### src/hdl/rssv_pkg.sv
// Shared types and constants for the RLE sprite stream validator.
package rssv_pkg;

  localparam int ADDR_W = 4;
  localparam int DATA_W = 32;

  localparam logic [7:0] CODE_END = 8'hff;
  localparam logic [7:0] CODE_ROW = 8'hfe;

  // register index, taken from paddr[3:2]
  typedef enum logic [1:0] {
    REG_WIDTH  = 2'd0,
    REG_HEIGHT = 2'd1,
    REG_LENGTH = 2'd2,
    REG_NONE   = 2'd3
  } reg_idx_t;

  typedef enum logic [1:0] {
    V_CHECK   = 2'd0,
    V_VALID   = 2'd1,
    V_INVALID = 2'd2,
    V_UNUSED  = 2'd3
  } verdict_t;

  typedef enum logic [2:0] {
    PH_CODE  = 3'b001,
    PH_COUNT = 3'b010,
    PH_SKIP  = 3'b100
  } phase_t;

endpackage

### src/hdl/rssv_cfg_regs.sv
// APB register file: image width, image height and data length.
module rssv_cfg_regs #(
  parameter int LENGTH_BITS = 24,
  parameter int DIM_BITS    = 16
) (
  input  logic                        clk,
  input  logic                        rst_n,
  input  logic                        psel,
  input  logic                        penable,
  input  logic                        pwrite,
  input  logic [rssv_pkg::ADDR_W-1:0] paddr,
  input  logic [rssv_pkg::DATA_W-1:0] pwdata,
  output logic [rssv_pkg::DATA_W-1:0] prdata,
  output logic                        pready,
  output logic [DIM_BITS-1:0]         image_width,
  output logic [DIM_BITS-1:0]         image_height,
  output logic [LENGTH_BITS-1:0]      data_length
);

  // the length register only carries 24 bits
  localparam int LEN_IN = (LENGTH_BITS < 24) ? LENGTH_BITS : 24;

  logic [DIM_BITS-1:0]    width_r;
  logic [DIM_BITS-1:0]    height_r;
  logic [LENGTH_BITS-1:0] length_r;
  rssv_pkg::reg_idx_t     idx;
  logic                   wr_en;

  assign idx    = rssv_pkg::reg_idx_t'(paddr[3:2]);
  assign wr_en  = psel && penable && pwrite;
  assign pready = 1'b1;

  always_ff @(posedge clk) begin
    if (!rst_n) begin
      width_r  <= '0;
      height_r <= '0;
      length_r <= '0;
    end else if (wr_en) begin
      unique case (idx)
        rssv_pkg::REG_WIDTH:  width_r  <= pwdata[DIM_BITS-1:0];
        rssv_pkg::REG_HEIGHT: height_r <= pwdata[DIM_BITS-1:0];
        rssv_pkg::REG_LENGTH: length_r <= LENGTH_BITS'(pwdata[LEN_IN-1:0]);
        default: ;
      endcase
    end
  end

  always_comb begin
    unique case (idx)
      rssv_pkg::REG_WIDTH:  prdata = rssv_pkg::DATA_W'(width_r);
      rssv_pkg::REG_HEIGHT: prdata = rssv_pkg::DATA_W'(height_r);
      rssv_pkg::REG_LENGTH: prdata = rssv_pkg::DATA_W'(length_r);
      default:              prdata = '0;
    endcase
  end

  assign image_width  = width_r;
  assign image_height = height_r;
  assign data_length  = length_r;

endmodule

### src/hdl/rssv_checker.sv
// Per-byte stream check: parse state registers and next-state logic.
module rssv_checker #(
  parameter int LENGTH_BITS = 24,
  parameter int DIM_BITS    = 16
) (
  input  logic                   clk,
  input  logic                   rst_n,
  input  logic                   step_en,
  input  logic                   start,
  input  logic [7:0]             data_byte,
  input  logic [DIM_BITS-1:0]    image_width,
  input  logic [DIM_BITS-1:0]    image_height,
  input  logic [LENGTH_BITS-1:0] data_length,
  output rssv_pkg::verdict_t     verdict
);

  localparam int CW = ((DIM_BITS > 8) ? DIM_BITS : 8) + 1;
  localparam int PW = LENGTH_BITS + 1;

  rssv_pkg::phase_t       phase_r, phase_nxt, cur_phase;
  logic [LENGTH_BITS-1:0] pos_r, pos_nxt, cur_pos;
  logic [DIM_BITS-1:0]    col_r, col_nxt, cur_col;
  logic [DIM_BITS-1:0]    row_r, row_nxt, cur_row, row_inc;
  logic [7:0]             left_r, left_nxt, cur_left, left_dec;
  rssv_pkg::verdict_t     lat_r, cur_lat, res;
  logic [CW-1:0]          col_sum;
  logic                   col_over;
  logic [PW-1:0]          pos_one, pos_run, len_ext;

  always_comb begin
    cur_phase = start ? rssv_pkg::PH_CODE : phase_r;
    cur_pos   = start ? '0 : pos_r;
    cur_col   = start ? '0 : col_r;
    cur_row   = start ? '0 : row_r;
    cur_left  = start ? '0 : left_r;
    cur_lat   = start ? rssv_pkg::V_CHECK : lat_r;

    col_sum  = CW'(cur_col) + CW'(data_byte);
    col_over = col_sum > CW'(image_width);
    len_ext  = PW'(data_length);
    pos_one  = PW'(cur_pos) + PW'(1);
    pos_run  = pos_one + PW'(data_byte);
    row_inc  = cur_row + DIM_BITS'(1);
    left_dec = cur_left - 8'd1;

    phase_nxt = cur_phase;
    pos_nxt   = cur_pos;
    col_nxt   = cur_col;
    row_nxt   = cur_row;
    left_nxt  = cur_left;
    res       = cur_lat;

    if (cur_lat == rssv_pkg::V_CHECK) begin
      res = rssv_pkg::V_CHECK;
      if (image_width == '0 || image_height == '0) begin
        res = rssv_pkg::V_INVALID;
      end else begin
        unique case (cur_phase)
          rssv_pkg::PH_SKIP: begin
            left_nxt = left_dec;
            if (left_dec == 8'd0) phase_nxt = rssv_pkg::PH_CODE;
            pos_nxt = pos_one[LENGTH_BITS-1:0];
          end
          rssv_pkg::PH_COUNT: begin
            if (PW'(cur_pos) >= len_ext || col_over || pos_run >= len_ext) begin
              res = rssv_pkg::V_INVALID;
            end else begin
              col_nxt   = col_sum[DIM_BITS-1:0];
              left_nxt  = data_byte;
              phase_nxt = (data_byte == 8'd0) ? rssv_pkg::PH_CODE : rssv_pkg::PH_SKIP;
              pos_nxt   = pos_run[LENGTH_BITS-1:0];
            end
          end
          rssv_pkg::PH_CODE: begin
            if (PW'(cur_pos) >= len_ext) begin
              res = rssv_pkg::V_INVALID;
            end else if (data_byte == rssv_pkg::CODE_END) begin
              res = rssv_pkg::V_VALID;
            end else if (data_byte == rssv_pkg::CODE_ROW) begin
              if (row_inc == image_height || pos_one >= len_ext) begin
                res = rssv_pkg::V_INVALID;
              end else begin
                row_nxt = row_inc;
                col_nxt = '0;
                pos_nxt = pos_one[LENGTH_BITS-1:0];
              end
            end else begin
              // skip count; the pixel count must still fit inside the data
              if (col_over || pos_one >= len_ext) begin
                res = rssv_pkg::V_INVALID;
              end else begin
                col_nxt   = col_sum[DIM_BITS-1:0];
                phase_nxt = rssv_pkg::PH_COUNT;
                pos_nxt   = pos_one[LENGTH_BITS-1:0];
              end
            end
          end
          default: phase_nxt = rssv_pkg::PH_CODE;
        endcase
      end
    end
  end

  always_ff @(posedge clk) begin
    if (!rst_n) begin
      phase_r <= rssv_pkg::PH_CODE;
      pos_r   <= '0;
      col_r   <= '0;
      row_r   <= '0;
      left_r  <= '0;
      lat_r   <= rssv_pkg::V_CHECK;
    end else if (step_en) begin
      phase_r <= phase_nxt;
      pos_r   <= pos_nxt;
      col_r   <= col_nxt;
      row_r   <= row_nxt;
      left_r  <= left_nxt;
      lat_r   <= res;
    end
  end

  assign verdict = res;

endmodule

### src/hdl/rle_sprite_stream_validator_top.sv
// Run-length sprite stream validator: top level with request pipeline.
// A byte is held in the input register; its verdict is computed from it combinationally and is
// registered into out_verdict as the byte leaves, which out_stall can hold back.
// Throughput: one byte per cycle while out_stall allows; the parse state updates as a byte leaves the input register.
// out_stall reaches in_stall combinationally through the input register's hold.
// Synchronous active-low reset clears the pipeline, the parse state and the config registers.
module rle_sprite_stream_validator_top #(
  parameter int LENGTH_BITS = 24,
  parameter int DIM_BITS    = 16
) (
  input  logic                        clk,
  input  logic                        rst_n,
  input  logic                        in_valid,
  output logic                        in_stall,
  input  logic                        in_start_of_image,
  input  logic [7:0]                  in_data_byte,
  output logic                        out_valid,
  input  logic                        out_stall,
  output logic [1:0]                  out_verdict,
  input  logic                        psel,
  input  logic                        penable,
  input  logic                        pwrite,
  input  logic [rssv_pkg::ADDR_W-1:0] paddr,
  input  logic [rssv_pkg::DATA_W-1:0] pwdata,
  output logic [rssv_pkg::DATA_W-1:0] prdata,
  output logic                        pready
);

  logic [DIM_BITS-1:0]    image_width;
  logic [DIM_BITS-1:0]    image_height;
  logic [LENGTH_BITS-1:0] data_length;

  logic               s1_valid_r;
  logic               s1_start_r;
  logic [7:0]         s1_byte_r;
  logic               s1_adv;
  logic               out_valid_r;
  logic [1:0]         out_verdict_r;
  rssv_pkg::verdict_t verdict;

  rssv_cfg_regs #(
    .LENGTH_BITS(LENGTH_BITS),
    .DIM_BITS   (DIM_BITS)
  ) u_cfg (
    .clk         (clk),
    .rst_n       (rst_n),
    .psel        (psel),
    .penable     (penable),
    .pwrite      (pwrite),
    .paddr       (paddr),
    .pwdata      (pwdata),
    .prdata      (prdata),
    .pready      (pready),
    .image_width (image_width),
    .image_height(image_height),
    .data_length (data_length)
  );

  // request moves on when the result register is empty or being drained
  assign s1_adv   = s1_valid_r && (!out_valid_r || !out_stall);
  assign in_stall = s1_valid_r && !s1_adv;

  always_ff @(posedge clk) begin
    if (!rst_n) begin
      s1_valid_r <= 1'b0;
    end else if (!in_stall) begin
      s1_valid_r <= in_valid;
    end
  end

  always_ff @(posedge clk) begin
    if (in_valid && !in_stall) begin
      s1_start_r <= in_start_of_image;
      s1_byte_r  <= in_data_byte;
    end
  end

  rssv_checker #(
    .LENGTH_BITS(LENGTH_BITS),
    .DIM_BITS   (DIM_BITS)
  ) u_check (
    .clk         (clk),
    .rst_n       (rst_n),
    .step_en     (s1_adv),
    .start       (s1_start_r),
    .data_byte   (s1_byte_r),
    .image_width (image_width),
    .image_height(image_height),
    .data_length (data_length),
    .verdict     (verdict)
  );

  always_ff @(posedge clk) begin
    if (!rst_n) begin
      out_valid_r <= 1'b0;
    end else if (s1_adv) begin
      out_valid_r <= 1'b1;
    end else if (!out_stall) begin
      out_valid_r <= 1'b0;
    end
  end

  always_ff @(posedge clk) begin
    if (s1_adv) begin
      out_verdict_r <= verdict;
    end
  end

  assign out_valid   = out_valid_r;
  assign out_verdict = out_verdict_r;

endmodule

### config.mk
export PLATFORM = sky130hd
export DESIGN_NAME = rle_sprite_stream_validator_top
export DESIGN_NICKNAME = d
export VERILOG_FILES = /design/src/hdl/rssv_pkg.sv /design/src/hdl/rssv_cfg_regs.sv /design/src/hdl/rssv_checker.sv /design/src/hdl/rle_sprite_stream_validator_top.sv
export SDC_FILE = /design/constraint.sdc
export NUM_CORES = 1
export LEC_CHECK = 0
export ABC_AREA = 1
export BUFFER_PORTS_ARGS = -buffer_cell sky130_fd_sc_hd__buf_2
export CORE_ASPECT_RATIO = 1.2
export CORE_MARGIN = 3
export CORE_UTILIZATION = 55
export DETAILED_ROUTE_END_ITERATION = 6
export PLACE_DENSITY = 0.77
export SLEW_MARGIN = 10
export SYNTH_ARGS = -nofsm -noshare
export SYNTH_HDL_FRONTEND = slang
export SYNTH_SLANG_ARGS = --single-unit
### constraint.sdc
create_clock -name clk -period 8.6 [get_ports clk]
set_clock_uncertainty 0.1 [all_clocks]
set_input_delay 2.15 -clock clk [delete_from_list [all_inputs] [get_ports clk]]
set_output_delay 2.15 -clock clk [all_outputs]
set_load 0.005 [all_outputs]
-- Word level (Yosys, flattened, before mapping)
Cells that the tools add are included.
- muxes and demuxes: 57
- $add $sub $neg: 5
- reduce and logical (&&, ||, !) cells: 24
- $lt $le $gt $ge: 4
- equality and inequality tests: 9
- operators with widths (kind ; number):
    $mux 16 ; 17
    $mux 24 ; 9
    $pmux 24 s3 ; 2
    $ge 25x24->1 ; 2
    $logic_not 16->1 ; 2
    $mux 8 ; 4
    $pmux 16 s2 ; 1
    $mux 3 ; 10
    $add 24x1->25 const B ; 1
    $add 25x8->25 ; 1
    $ge 24x24->1 ; 1
    $mux 2 ; 9
    $add 16x8->17 ; 1
    $gt 17x16->1 ; 1
    $add 16x1->16 const B ; 1
    $eq 16x16->1 ; 1
    $eq 8x8->1 const B ; 2
    $logic_not 8->1 ; 2
    $pmux 8 s2 ; 1
    $pmux 3 s3 ; 1
    $sub 8x1->8 const B ; 1
    $logic_or 1x1->1 ; 6
    $reduce_and 2->1 ; 3
    $logic_and 1x1->1 ; 5
    10 further kinds ; 15
- output and inout port bits: 37
- input bits: 52
- word-level logic and storage cells: 113
- register bits after elaboration: 138

-- Longest topological paths before layout
Gate-level depths: netlist (run 1).
- depth after elaboration: 11
- mapped depth: 46
- gate-level depth less buffers: 42

-- Cells and area by module
A second synthesis (run 1) with hierarchy kept.
- cells, all modules: 2085
- area total of the unflattened synthesis: 12939.9 sq um
- by module, submodules not included (module ; area each (sq um) ; cells each ; instances ; sequential area each (sq um)):
    rssv_checker ; 9758.1 ; 1625 ; 1 ; 1381.3
    rssv_cfg_regs ; 2756.4 ; 436 ; 1 ; 1121.1
    rle_sprite_stream_validator_top ; 425.4 ; 24 ; 1 ; 370.4

-- Worst setup path after synthesis (run 1)
OpenSTA, ideal clock, no wires.
- path kind: reg-to-reg
- start point: reg s1_start_r
- end point: reg u_check.left_r[1]
- stages on the path, launching flop included: 41
- path buffers: 6
- arrival: 4.959 ns
- period minus slack after synthesis: 5.172 ns
- library setup time: 0.113 ns
- required time: 8.387 ns
- slack: 3.428 ns
- cell sequence: edfxtp_1 -> inv_4 -> buf_8 -> buf_6 -> buf_4 -> buf_2 -> buf_1 -> nand2_1 -> inv_1 -> o21ai_0 -> inv_1 -> ha_1 -> nand2_1 -> nor2_1 -> a21oi_1 -> nor2_1 -> nand2_1 -> nor2_2 -> (+5 left out) -> ha_1 -> a21oi_1 -> nor2_1 -> a211oi_1 -> nand2_1 -> nand2_1 -> nand2_1 -> nand2_1 -> nand2_1 -> nor2_2 -> nand2_4 -> nand2_2 -> buf_6 -> nand2_4 -> o21ai_1 -> o21ai_1 -> o21ai_1 -> inv_1
- cells in the longest elaborated chain, start to end: 9
- elaborated cells on any way between the ends: 21
- classes of those cells: add/sub (4); order compare (3); eq/ne (2); mux (9); reduce/logical (3)
- RTL lines (what ; line ; RTL):
    start, declared ; rle_sprite_stream_validator_top.sv:34 ; logic s1_start_r;
    start signal, assigned ; rle_sprite_stream_validator_top.sv:73 ; s1_start_r <= in_start_of_image;
    $mux 24 or $mux 16 (tied branches) ; rssv_checker.sv:32, rssv_checker.sv:33 ;
    $add 24x1->25 or $add 16x8->17 (tied branches) ; rssv_checker.sv:41, rssv_checker.sv:38 ;
    $add 25x8->25 or $gt 17x16->1 (tied branches) ; rssv_checker.sv:42, rssv_checker.sv:39 ;
    $ge 25x24->1 or $logic_or 1x1->1 (tied branches) ; rssv_checker.sv:65 ; if (PW'(cur_pos) >= len_ext || col_over || pos_run >= len_ext) begin
    $logic_or 1x1->1 ; rssv_checker.sv:65 ;
    $mux 8 ; rssv_checker.sv:65 ;
    $pmux 8 s2 ; rssv_checker.sv:58 ; unique case (cur_phase)
    $mux 8 ; rssv_checker.sv:55 ; if (image_width == '0 || image_height == '0) begin
    $mux 8 * ; rssv_checker.sv:53 ; if (cur_lat == rssv_pkg::V_CHECK) begin
    end signal, assigned ; rssv_checker.sv:117 ; left_r <= left_nxt;
    end, declared ; rssv_checker.sv:24 ; logic [7:0] left_r, left_nxt, cur_left, left_dec;
Mark *: on every way between the ends. The rest lies on a longest branch, timed or not.
A chain may end at the register's enable or synchronous reset.

-- Final worst setup path (run 1)
- start point: reg s1_start_r
- end point: reg u_check.pos_r[17]
- cells in the longest elaborated chain, start to end: 11
- elaborated cells on any way between the ends: 31
- classes of those cells: add/sub (4); order compare (4); eq/ne (4); mux (14); reduce/logical (5)
- RTL lines (what ; line ; RTL):
    parallel branches: the longest is 10 deep, another holds $add 24x1->25 ; -- ;
    $mux 24 * ; rssv_checker.sv:53 ;
    end signal, assigned ; rssv_checker.sv:114 ; pos_r <= pos_nxt;
    end, declared ; rssv_checker.sv:21 ; logic [LENGTH_BITS-1:0] pos_r, pos_nxt, cur_pos;
Mark *: on every way between the ends.

==> metrics.txt, run 1 <==
core area 22520 sq um; largest net degree at the start of global routing 98; total global-route track usage 0.3407; cell count after placement 2359; r2r worst-path depth 38; Gates resized, CTS repair 0; clock slew seen by the registers of the worst setup and hold paths 0.07 ns; number of antenna violations at the first check in global routing 0; diode insertion count for antenna repair 0; worst min-delay path startpoint u_check.row_r[14]$_SDFFE_PN0P_; # nets final 2258; Routed met3 length 2700 um; CP Launch Type register; root buffer cell sky130_fd_sc_hd__clkbuf_16; Hold Crit Class register to register; boundary pin count 89; number of H-tree levels 4; cell taking the most area after synthesis sky130_fd_sc_hd__dfxtp_1; share of async-settable or async-resettable flops after synthesis 0; Largest stage delay, worst path 0.49 ns; RR Endpoint u_check.pos_r[17]$_SDFFE_PN0P_; final wirelength 42590 um; instance area after placement 13060 sq um; first-pass GRT wire length 66580 um; maximum capacitance violations 0; number of nets with antenna violations after detailed routing 0; post-route design area 13640 sq um; headroom to the max-slew limit 0.2012; worst flop-to-flop path startpoint s1_start_r$_DFFE_PP_; number of hold-repair buffers added at the cts stage 0; Worst Hold Path Cells 2; mean instance size in the synthesized netlist 6.100 sq um; drt pass-1 iters 6; top achievable clock speed 146.9 MHz; die area 24870 sq um; reg-to-reg setup timing slack 1.79 ns; Critical Path Start s1_start_r$_DFFE_PP_; post-synth design cell area 12650 sq um; number of register bits inferred by synthesis 138; most instantiated flip-flop cell in the synthesis netlist sky130_fd_sc_hd__dfxtp_1; Crit path required time 8.87 ns; areal power density over the cells 143.9 nW/um^2; LEAKAGE 6.655 nW; WL met2 20300 um; data arrival time of the critical path 7.07 ns; starting utilization of the core area 0.5617; DRC 0; result of the run finished, final reports clean; GP Congestion 1.012; overflow left after global routing 0; via count of the first global-routing pass 13000; clock tree from TritonCTS done; power consumption 1.963 mW; Worst-Margin Slew 1.187 ns; count of clock tree sinks 138; per-cell routed wire length 17.81 um; fin. max-slew vios 0; via count 13880; number of cell rows 60; Final TNS setup 0 ns; number of buffers created by CTS 17; DR iter-0 viols 1282; number of distinct library cells after synthesis 50; dominant cells by area after synthesis sky130_fd_sc_hd__dfxtp_1 (20%), sky130_fd_sc_hd__nand2_1 (17%), sky130_fd_sc_hd__ha_1 (10%), sky130_fd_sc_hd__a21oi_1 (8.9%), sky130_fd_sc_hd__inv_1 (8.1%); metal1 wirelength 15960 um; Crit path top cell by count sky130_fd_sc_hd__nand2_1; share of the synthesized area in the top cell type 0.2010; post-route non-filler standard cell count 2391; Area Growth Syn to Fin 7.853%; maximum fanout along the worst path 34; number of enable flip-flop cells after synthesis 11; capture endpoint of the worst hold path u_check.row_r[14]$_SDFFE_PN0P_; number of endpoints with negative hold slack in the final report 0; worst-skew pair later-pin latency 0.44 ns; synthesized instance count 2074; detailed-placement wirelength estimate 32210 um; warnings from Yosys 0; kind of capture point of the worst setup path register; number of input and output port buffers inserted 69; unrepaired setup endpoints after global routing no; IR Drop Worst-Case VDD 0.1517 mV; share of the clock period used by the worst path 0.7915; via/cell ratio 5.804; Final Setup Violations 0; Worst Path Class, Setup register to register; maximum buffer depth of the clock tree 2; Tmin final 6.807 ns; horizontal die dimension 144.5 um; share of cells above drive strength 1 0.08617; uppermost layer routed met4; highest-delay cell along the critical path sky130_fd_sc_hd__inv_2; sequential-to-total area share from yosys stat 0.2271; Die Ht 172.1 um; Post-CTS Repair Setup Buffers 0
-- worst max path at each step --
stage	to	slack, ns	cells past startpoint
6_report	u_check.pos_r[17]$_SDFFE_PN0P_	1.79	38
5_1_grt	u_check.pos_r[21]$_SDFFE_PN0P_	1.33	38
4_1_cts	u_check.pos_r[17]$_SDFFE_PN0P_	1.97	38
3_5_place_dp	u_check.pos_r[17]$_SDFFE_PN0P_	1.98	38
3_3_place_gp	u_check.pos_r[15]$_SDFFE_PN0P_	2.08	38
2_1_floorplan	u_check.left_r[1]$_SDFFE_PN0P_	3.43	40
-- flip-flops by register name (all words and copies together) (netlist names), 2 cells and up --
signal,cells
u_check.phase_r,3
u_cfg.image_height,16
u_check.row_r,16
u_check.lat_r,2
out_verdict,2
s1_byte_r,8
u_cfg.image_width,16
u_check.pos_r,24
u_cfg.data_length,24
u_check.col_r,16
u_check.left_r,8
-- per-layer routing --
layer,GRT usage,up-vias
li1,-,6841
met1,0.3813,6213
met2,0.5825,631
met3,0.04371,192
met4,0.2613,0
met5,0,-
-- layout make-up --
type / count / area [sq um]
fillers: 2178 / 8877
clock buffers: 18 / 450.4
multi-input cells: 1575 / 8339
repair buffers: 78 / 412.9
clock inverters: 14 / 130.1
well taps: 279 / 349.1
flip-flops and latches: 138 / 2873
inverters: 289 / 1090
-- report_power, final --
part | internal, mW | switching [mW]
combinational | 0.161 | 0.366
sequential | 0.675 | 0.0233
clock | 0.398 | 0.340
-- logic make-up (layout without fill, tap and decap cells) --
| family | Yosys count | after routing | synth area share |
|---|---|---|---|
| AO/OA/AOI/OAI | 430 | 430 | 0.1832 |
| XOR/XNOR | 40 | 40 | 0.02987 |
| adder cells (fa/ha/maj) | 107 | 107 | 0.1070 |
| buffers and inverters | 368 | 399 | 0.1168 |
| flip-flops | 138 | 138 | 0.2271 |
| other | 2 | 9 | 0.0005936 |
| AND/OR/NAND/NOR | 989 | 989 | 0.3355 |
-- Yosys cell counts (all sizes together) (11+ instances only) --
cell    number
buf         32
dfxtp      127
o221ai      15
nand2      570
inv        287
nor3        19
edfxtp      11
clkbuf      47
nand3      117
a21oi      229
nor4        14
xor2        32
ha         105
nor2       221
o21ai      146
o211ai      15
nand4       38
-- cell usage in the layout, fill, tap and decap left out, drive strengths merged, types with 3 or more instances in the layout --
| cell | instances |
|---|---|
| nand2 | 570 |
| inv | 294 |
| a21oi | 229 |
| nor2 | 221 |
| o21ai | 146 |
| dfxtp | 127 |
| nand3 | 117 |
| ha | 105 |
| buf | 78 |
| nand4 | 38 |
| xor2 | 32 |
| nor3 | 19 |
| clkbuf | 18 |
| o211ai | 15 |
| o221ai | 15 |
| nor4 | 14 |
| edfxtp | 11 |
| conb | 9 |
| o22ai | 7 |
| a211oi | 6 |
| nand3b | 6 |
| xnor2 | 6 |
| a21o | 5 |
| clkinv | 5 |
| clkinvlp | 4 |
| a31oi | 3 |
-- metrics by stage --
stage                 util  hold slack (ns)  setup slack [ns]
floorplan                -           0.3395             3.428
global placement    0.5801           0.3512             2.083
detailed placement  0.5801           0.3567             1.982
CTS                 0.6058           0.3666             1.966
global route        0.6058           0.3923             1.332
finish              0.6058           0.3655             1.793
-- worst max-delay path, delay by kind of cell, from the launching register on --
family / cells / cell delay (ns)
fa+ha+maj: 2 / 0.67
simple gates: 24 / 3.10
compound gates: 6 / 0.95
flops: 1 / 0.42
buf+inv: 6 / 1.44
Power figures use the tool's default switching activity.
==> run 2: changes to the inputs <==
--- a/config.mk
+++ b/config.mk
@@ -11,7 +11,7 @@
 export CORE_MARGIN = 3
 export CORE_UTILIZATION = 55
 export DETAILED_ROUTE_END_ITERATION = 6
-export PLACE_DENSITY = 0.77
+export PLACE_DENSITY = 0.8
 export SLEW_MARGIN = 10
 export SYNTH_ARGS = -nofsm -noshare
 export SYNTH_HDL_FRONTEND = slang
==> constraint.sdc (replaced) <==
create_clock -name clk -period 5.8 [get_ports clk]
set_clock_uncertainty 0.1 [all_clocks]
set_input_delay 1.45 -clock clk [delete_from_list [all_inputs] [get_ports clk]]
set_output_delay 1.45 -clock clk [all_outputs]
set_load 0.005 [all_outputs]
==> run 2 against run 1 <==
Effect of this change:
- global-route usage shrank 0.63 points
- count of clock-buffer cells in the layout shrank 1
- largest power group unchanged
- final area grew 2.5%
- critical path type unchanged
- register-to-register slack lost 1.5 ns
- non-clock buffer count grew 30
- die area is the same
- worst hold slack lost 0.00080 ns
- combinational power grew 53%
- via count grew 1.9%
- clock power grew 45%
- cell count grew 1.3%
- critical path depth grew 1
==> metrics.txt, run 2 (synthesis gave the netlist of run 1 again) <==
result of the run finished, final reports clean; Tmin final 5.483 ns (-1.324 ns); maximum capacitance violations 0 (unchanged); number of cell rows 60 (unchanged); DRC 0 (unchanged); detailed-placement wirelength estimate 31680 um (-1.7%); number of antenna violations at the first check in global routing 0 (unchanged); Buf/Inv on CP 6 (unchanged); Die Ht 172.1 um (unchanged); instance area after placement 13220 sq um (+1.2%); count of clock tree sinks 138 (unchanged); IR Drop Worst-Case VDD 0.1971 mV (+30%); per-cell routed wire length 17.42 um (-2.2%); leading cell types in the layout, fill and taps excluded sky130_fd_sc_hd__nand2_1 (556), sky130_fd_sc_hd__inv_1 (269), sky130_fd_sc_hd__a21oi_1 (223); Worst Path Class, Setup register to register; FILL cells 2146 (-1.5%); maximum fanout along the worst path 9 (-74%); number of nets with antenna violations after detailed routing 0 (unchanged); number of hold-repair buffers added at the cts stage 0 (unchanged); routing usage on met1 0.3800 (-0.001342); highest-delay cell along the critical path sky130_fd_sc_hd__edfxtp_1; largest net degree at the start of global routing 97 (-1.0%); via/cell ratio 5.840 (+0.62%); post-route non-filler standard cell count 2422 (+1.3%); GP Congestion 1.012 (about the same); via count of the first global-routing pass 13130 (+1.0%); clock slew seen by the registers of the worst setup and hold paths 0.07 ns (about the same); Hold Crit Class register to register; cell count after placement 2380 (+0.89%); boundary pin count 89 (unchanged); root buffer cell sky130_fd_sc_hd__clkbuf_16; CP top delay family simple AND/OR/NAND/NOR gates; power consumption 2.905 mW (+48%); met3 track demand over resource 0.06030 (+0.01660); worst-skew pair later-pin latency 0.44 ns (about the same); RR Endpoint u_check.col_r[6]$_SDFFE_PN0P_; first-pass GRT wire length 66130 um (-0.67%); Post-Route Utilization 0.6208 (+0.01495); Crit path top cell by count sky130_fd_sc_hd__nand2_1; top achievable clock speed 182.4 MHz (+24%); most heavily used metal layer in global routing met2; total global-route track usage 0.3344 (-0.006267); final wirelength 42190 um (-0.96%); reg-to-reg setup timing slack 0.32 ns (-1.48 ns); Worst Hold Path Cells 2 (unchanged); number of H-tree levels 4 (unchanged); capture endpoint of the worst hold path u_check.pos_r[23]$_SDFFE_PN0P_; Worst-Margin Slew 1.169 ns (-0.01823 ns); headroom to the max-slew limit 0.2197 (+0.01859); maximum buffer depth of the clock tree 2 (unchanged); most common library cell in the layout ignoring fill and taps sky130_fd_sc_hd__nand2_1; number of endpoints with negative hold slack in the final report 0 (unchanged); footprint of the flip-flops and latches 2873 sq um (unchanged); areal power density over the cells 207.8 nW/um^2 (+44%); DR iter-0 viols 1298 (+1.2%); data arrival time of the critical path 5.67 ns (-1.40 ns); diode insertion count for antenna repair 0 (unchanged); r2r worst-path depth 39 (+2.6%); share of cells above drive strength 1 0.1064 (+0.02022); via count 14140 (+1.9%); Final TNS setup 0 ns (unchanged); Final Setup Violations 0 (unchanged); horizontal die dimension 144.5 um (unchanged); number of input and output port buffers inserted 69 (unchanged); Crit path required time 5.99 ns (-2.88 ns); number of buffers created by CTS 17 (unchanged); LEAKAGE 6.819 nW (+2.5%); core area 22520 sq um (unchanged); clock tree from TritonCTS done; CP Launch Type register; Area Growth Syn to Fin 10.51%; Largest stage delay, worst path 0.45 ns (-0.04 ns); post-route design area 13980 sq um (+2.5%); die area 24870 sq um (unchanged); # nets final 2289 (+1.4%); drt pass-1 iters 6 (unchanged); met2 global-route usage 0.5692 (-0.01330); kind of capture point of the worst setup path register; share of the clock period used by the worst path 0.9454 (+0.1539); starting utilization of the core area 0.5617 (unchanged); worst flop-to-flop path startpoint s1_start_r$_DFFE_PP_; worst min-delay path startpoint u_check.pos_r[23]$_SDFFE_PN0P_; area of the multi-input gates 8444 sq um (+1.3%); overflow left after global routing 0 (unchanged); fin. max-slew vios 0 (unchanged)
## run 2: changes by cell type in the layout (fill, tap and decap cells not counted), moves of 3 or more
cell,previous run,this run
sky130_fd_sc_hd__buf_4,9,37
sky130_fd_sc_hd__inv_1,272,269
sky130_fd_sc_hd__nor2_4,6,9
sky130_fd_sc_hd__clkinv_2,0,3
sky130_fd_sc_hd__clkinvlp_4,4,1
sky130_fd_sc_hd__nor2_1,198,194
## run 2: how the worst max path moves through the flow
stage	start	endpoint	cells after the start
finish	s1_start_r$_DFFE_PP_	u_check.col_r[6]$_SDFFE_PN0P_	39
global route	s1_start_r$_DFFE_PP_	u_check.pos_r[15]$_SDFFE_PN0P_	41
CTS	s1_start_r$_DFFE_PP_	u_check.col_r[6]$_SDFFE_PN0P_	36
detailed placement	s1_start_r$_DFFE_PP_	u_check.pos_r[13]$_SDFFE_PN0P_	38
global placement	s1_start_r$_DFFE_PP_	u_check.pos_r[15]$_SDFFE_PN0P_	38
floorplan	s1_start_r$_DFFE_PP_	u_check.left_r[1]$_SDFFE_PN0P_	40
## run 2: stage by stage
step                hold slack [ns]  setup WS [ns]
finish                       0.3647         0.3169
floorplan                    0.3395         0.6279
global placement             0.3514        0.02810
global route                 0.3827       -0.08435
CTS                          0.3661        0.02019
detailed placement           0.3553       -0.04117
## run 2: metal layers
layer	vias to the layer above	wire length, um
met5	-	0
li1	6882	-
met1	6361	15700
met2	693	20090
met3	208	3180
met4	0	3209
## run 2: worst min-delay path, delay by kind of cell (launching register included)
family          cells  cell delay, ns
flops               1            0.31
compound gates      1            0.05
simple gates        1            0.06
## run 2: report_power, final
part	internal, mW	switching, mW
Clock	0.565	0.500
Sequential	1.00	0.0343
Combinational	0.255	0.550
Total	1.82	1.08
## run 2: timing repair
action / in CTS / in global routing
gates cloned: 0 / 1
buffers inserted: 0 / 9
resized for setup: 1 / 30
setup endpoints to repair: 16 / 53
pin swaps: 0 / 6
endpoints found under the hold margin: 0 / 0
## run 2: area by class of cell
cell class,instances,area share
Timing Repair Buffer,108,0.04645
Clock buffer,17,0.03043
Timing Repair inverter,1,0.0004475
Clock inverter,15,0.009755
Tap cell,279,0.02497
Sequential cell,138,0.2055
Inverter,289,0.07849
Multi-Input combinational cell,1575,0.6040
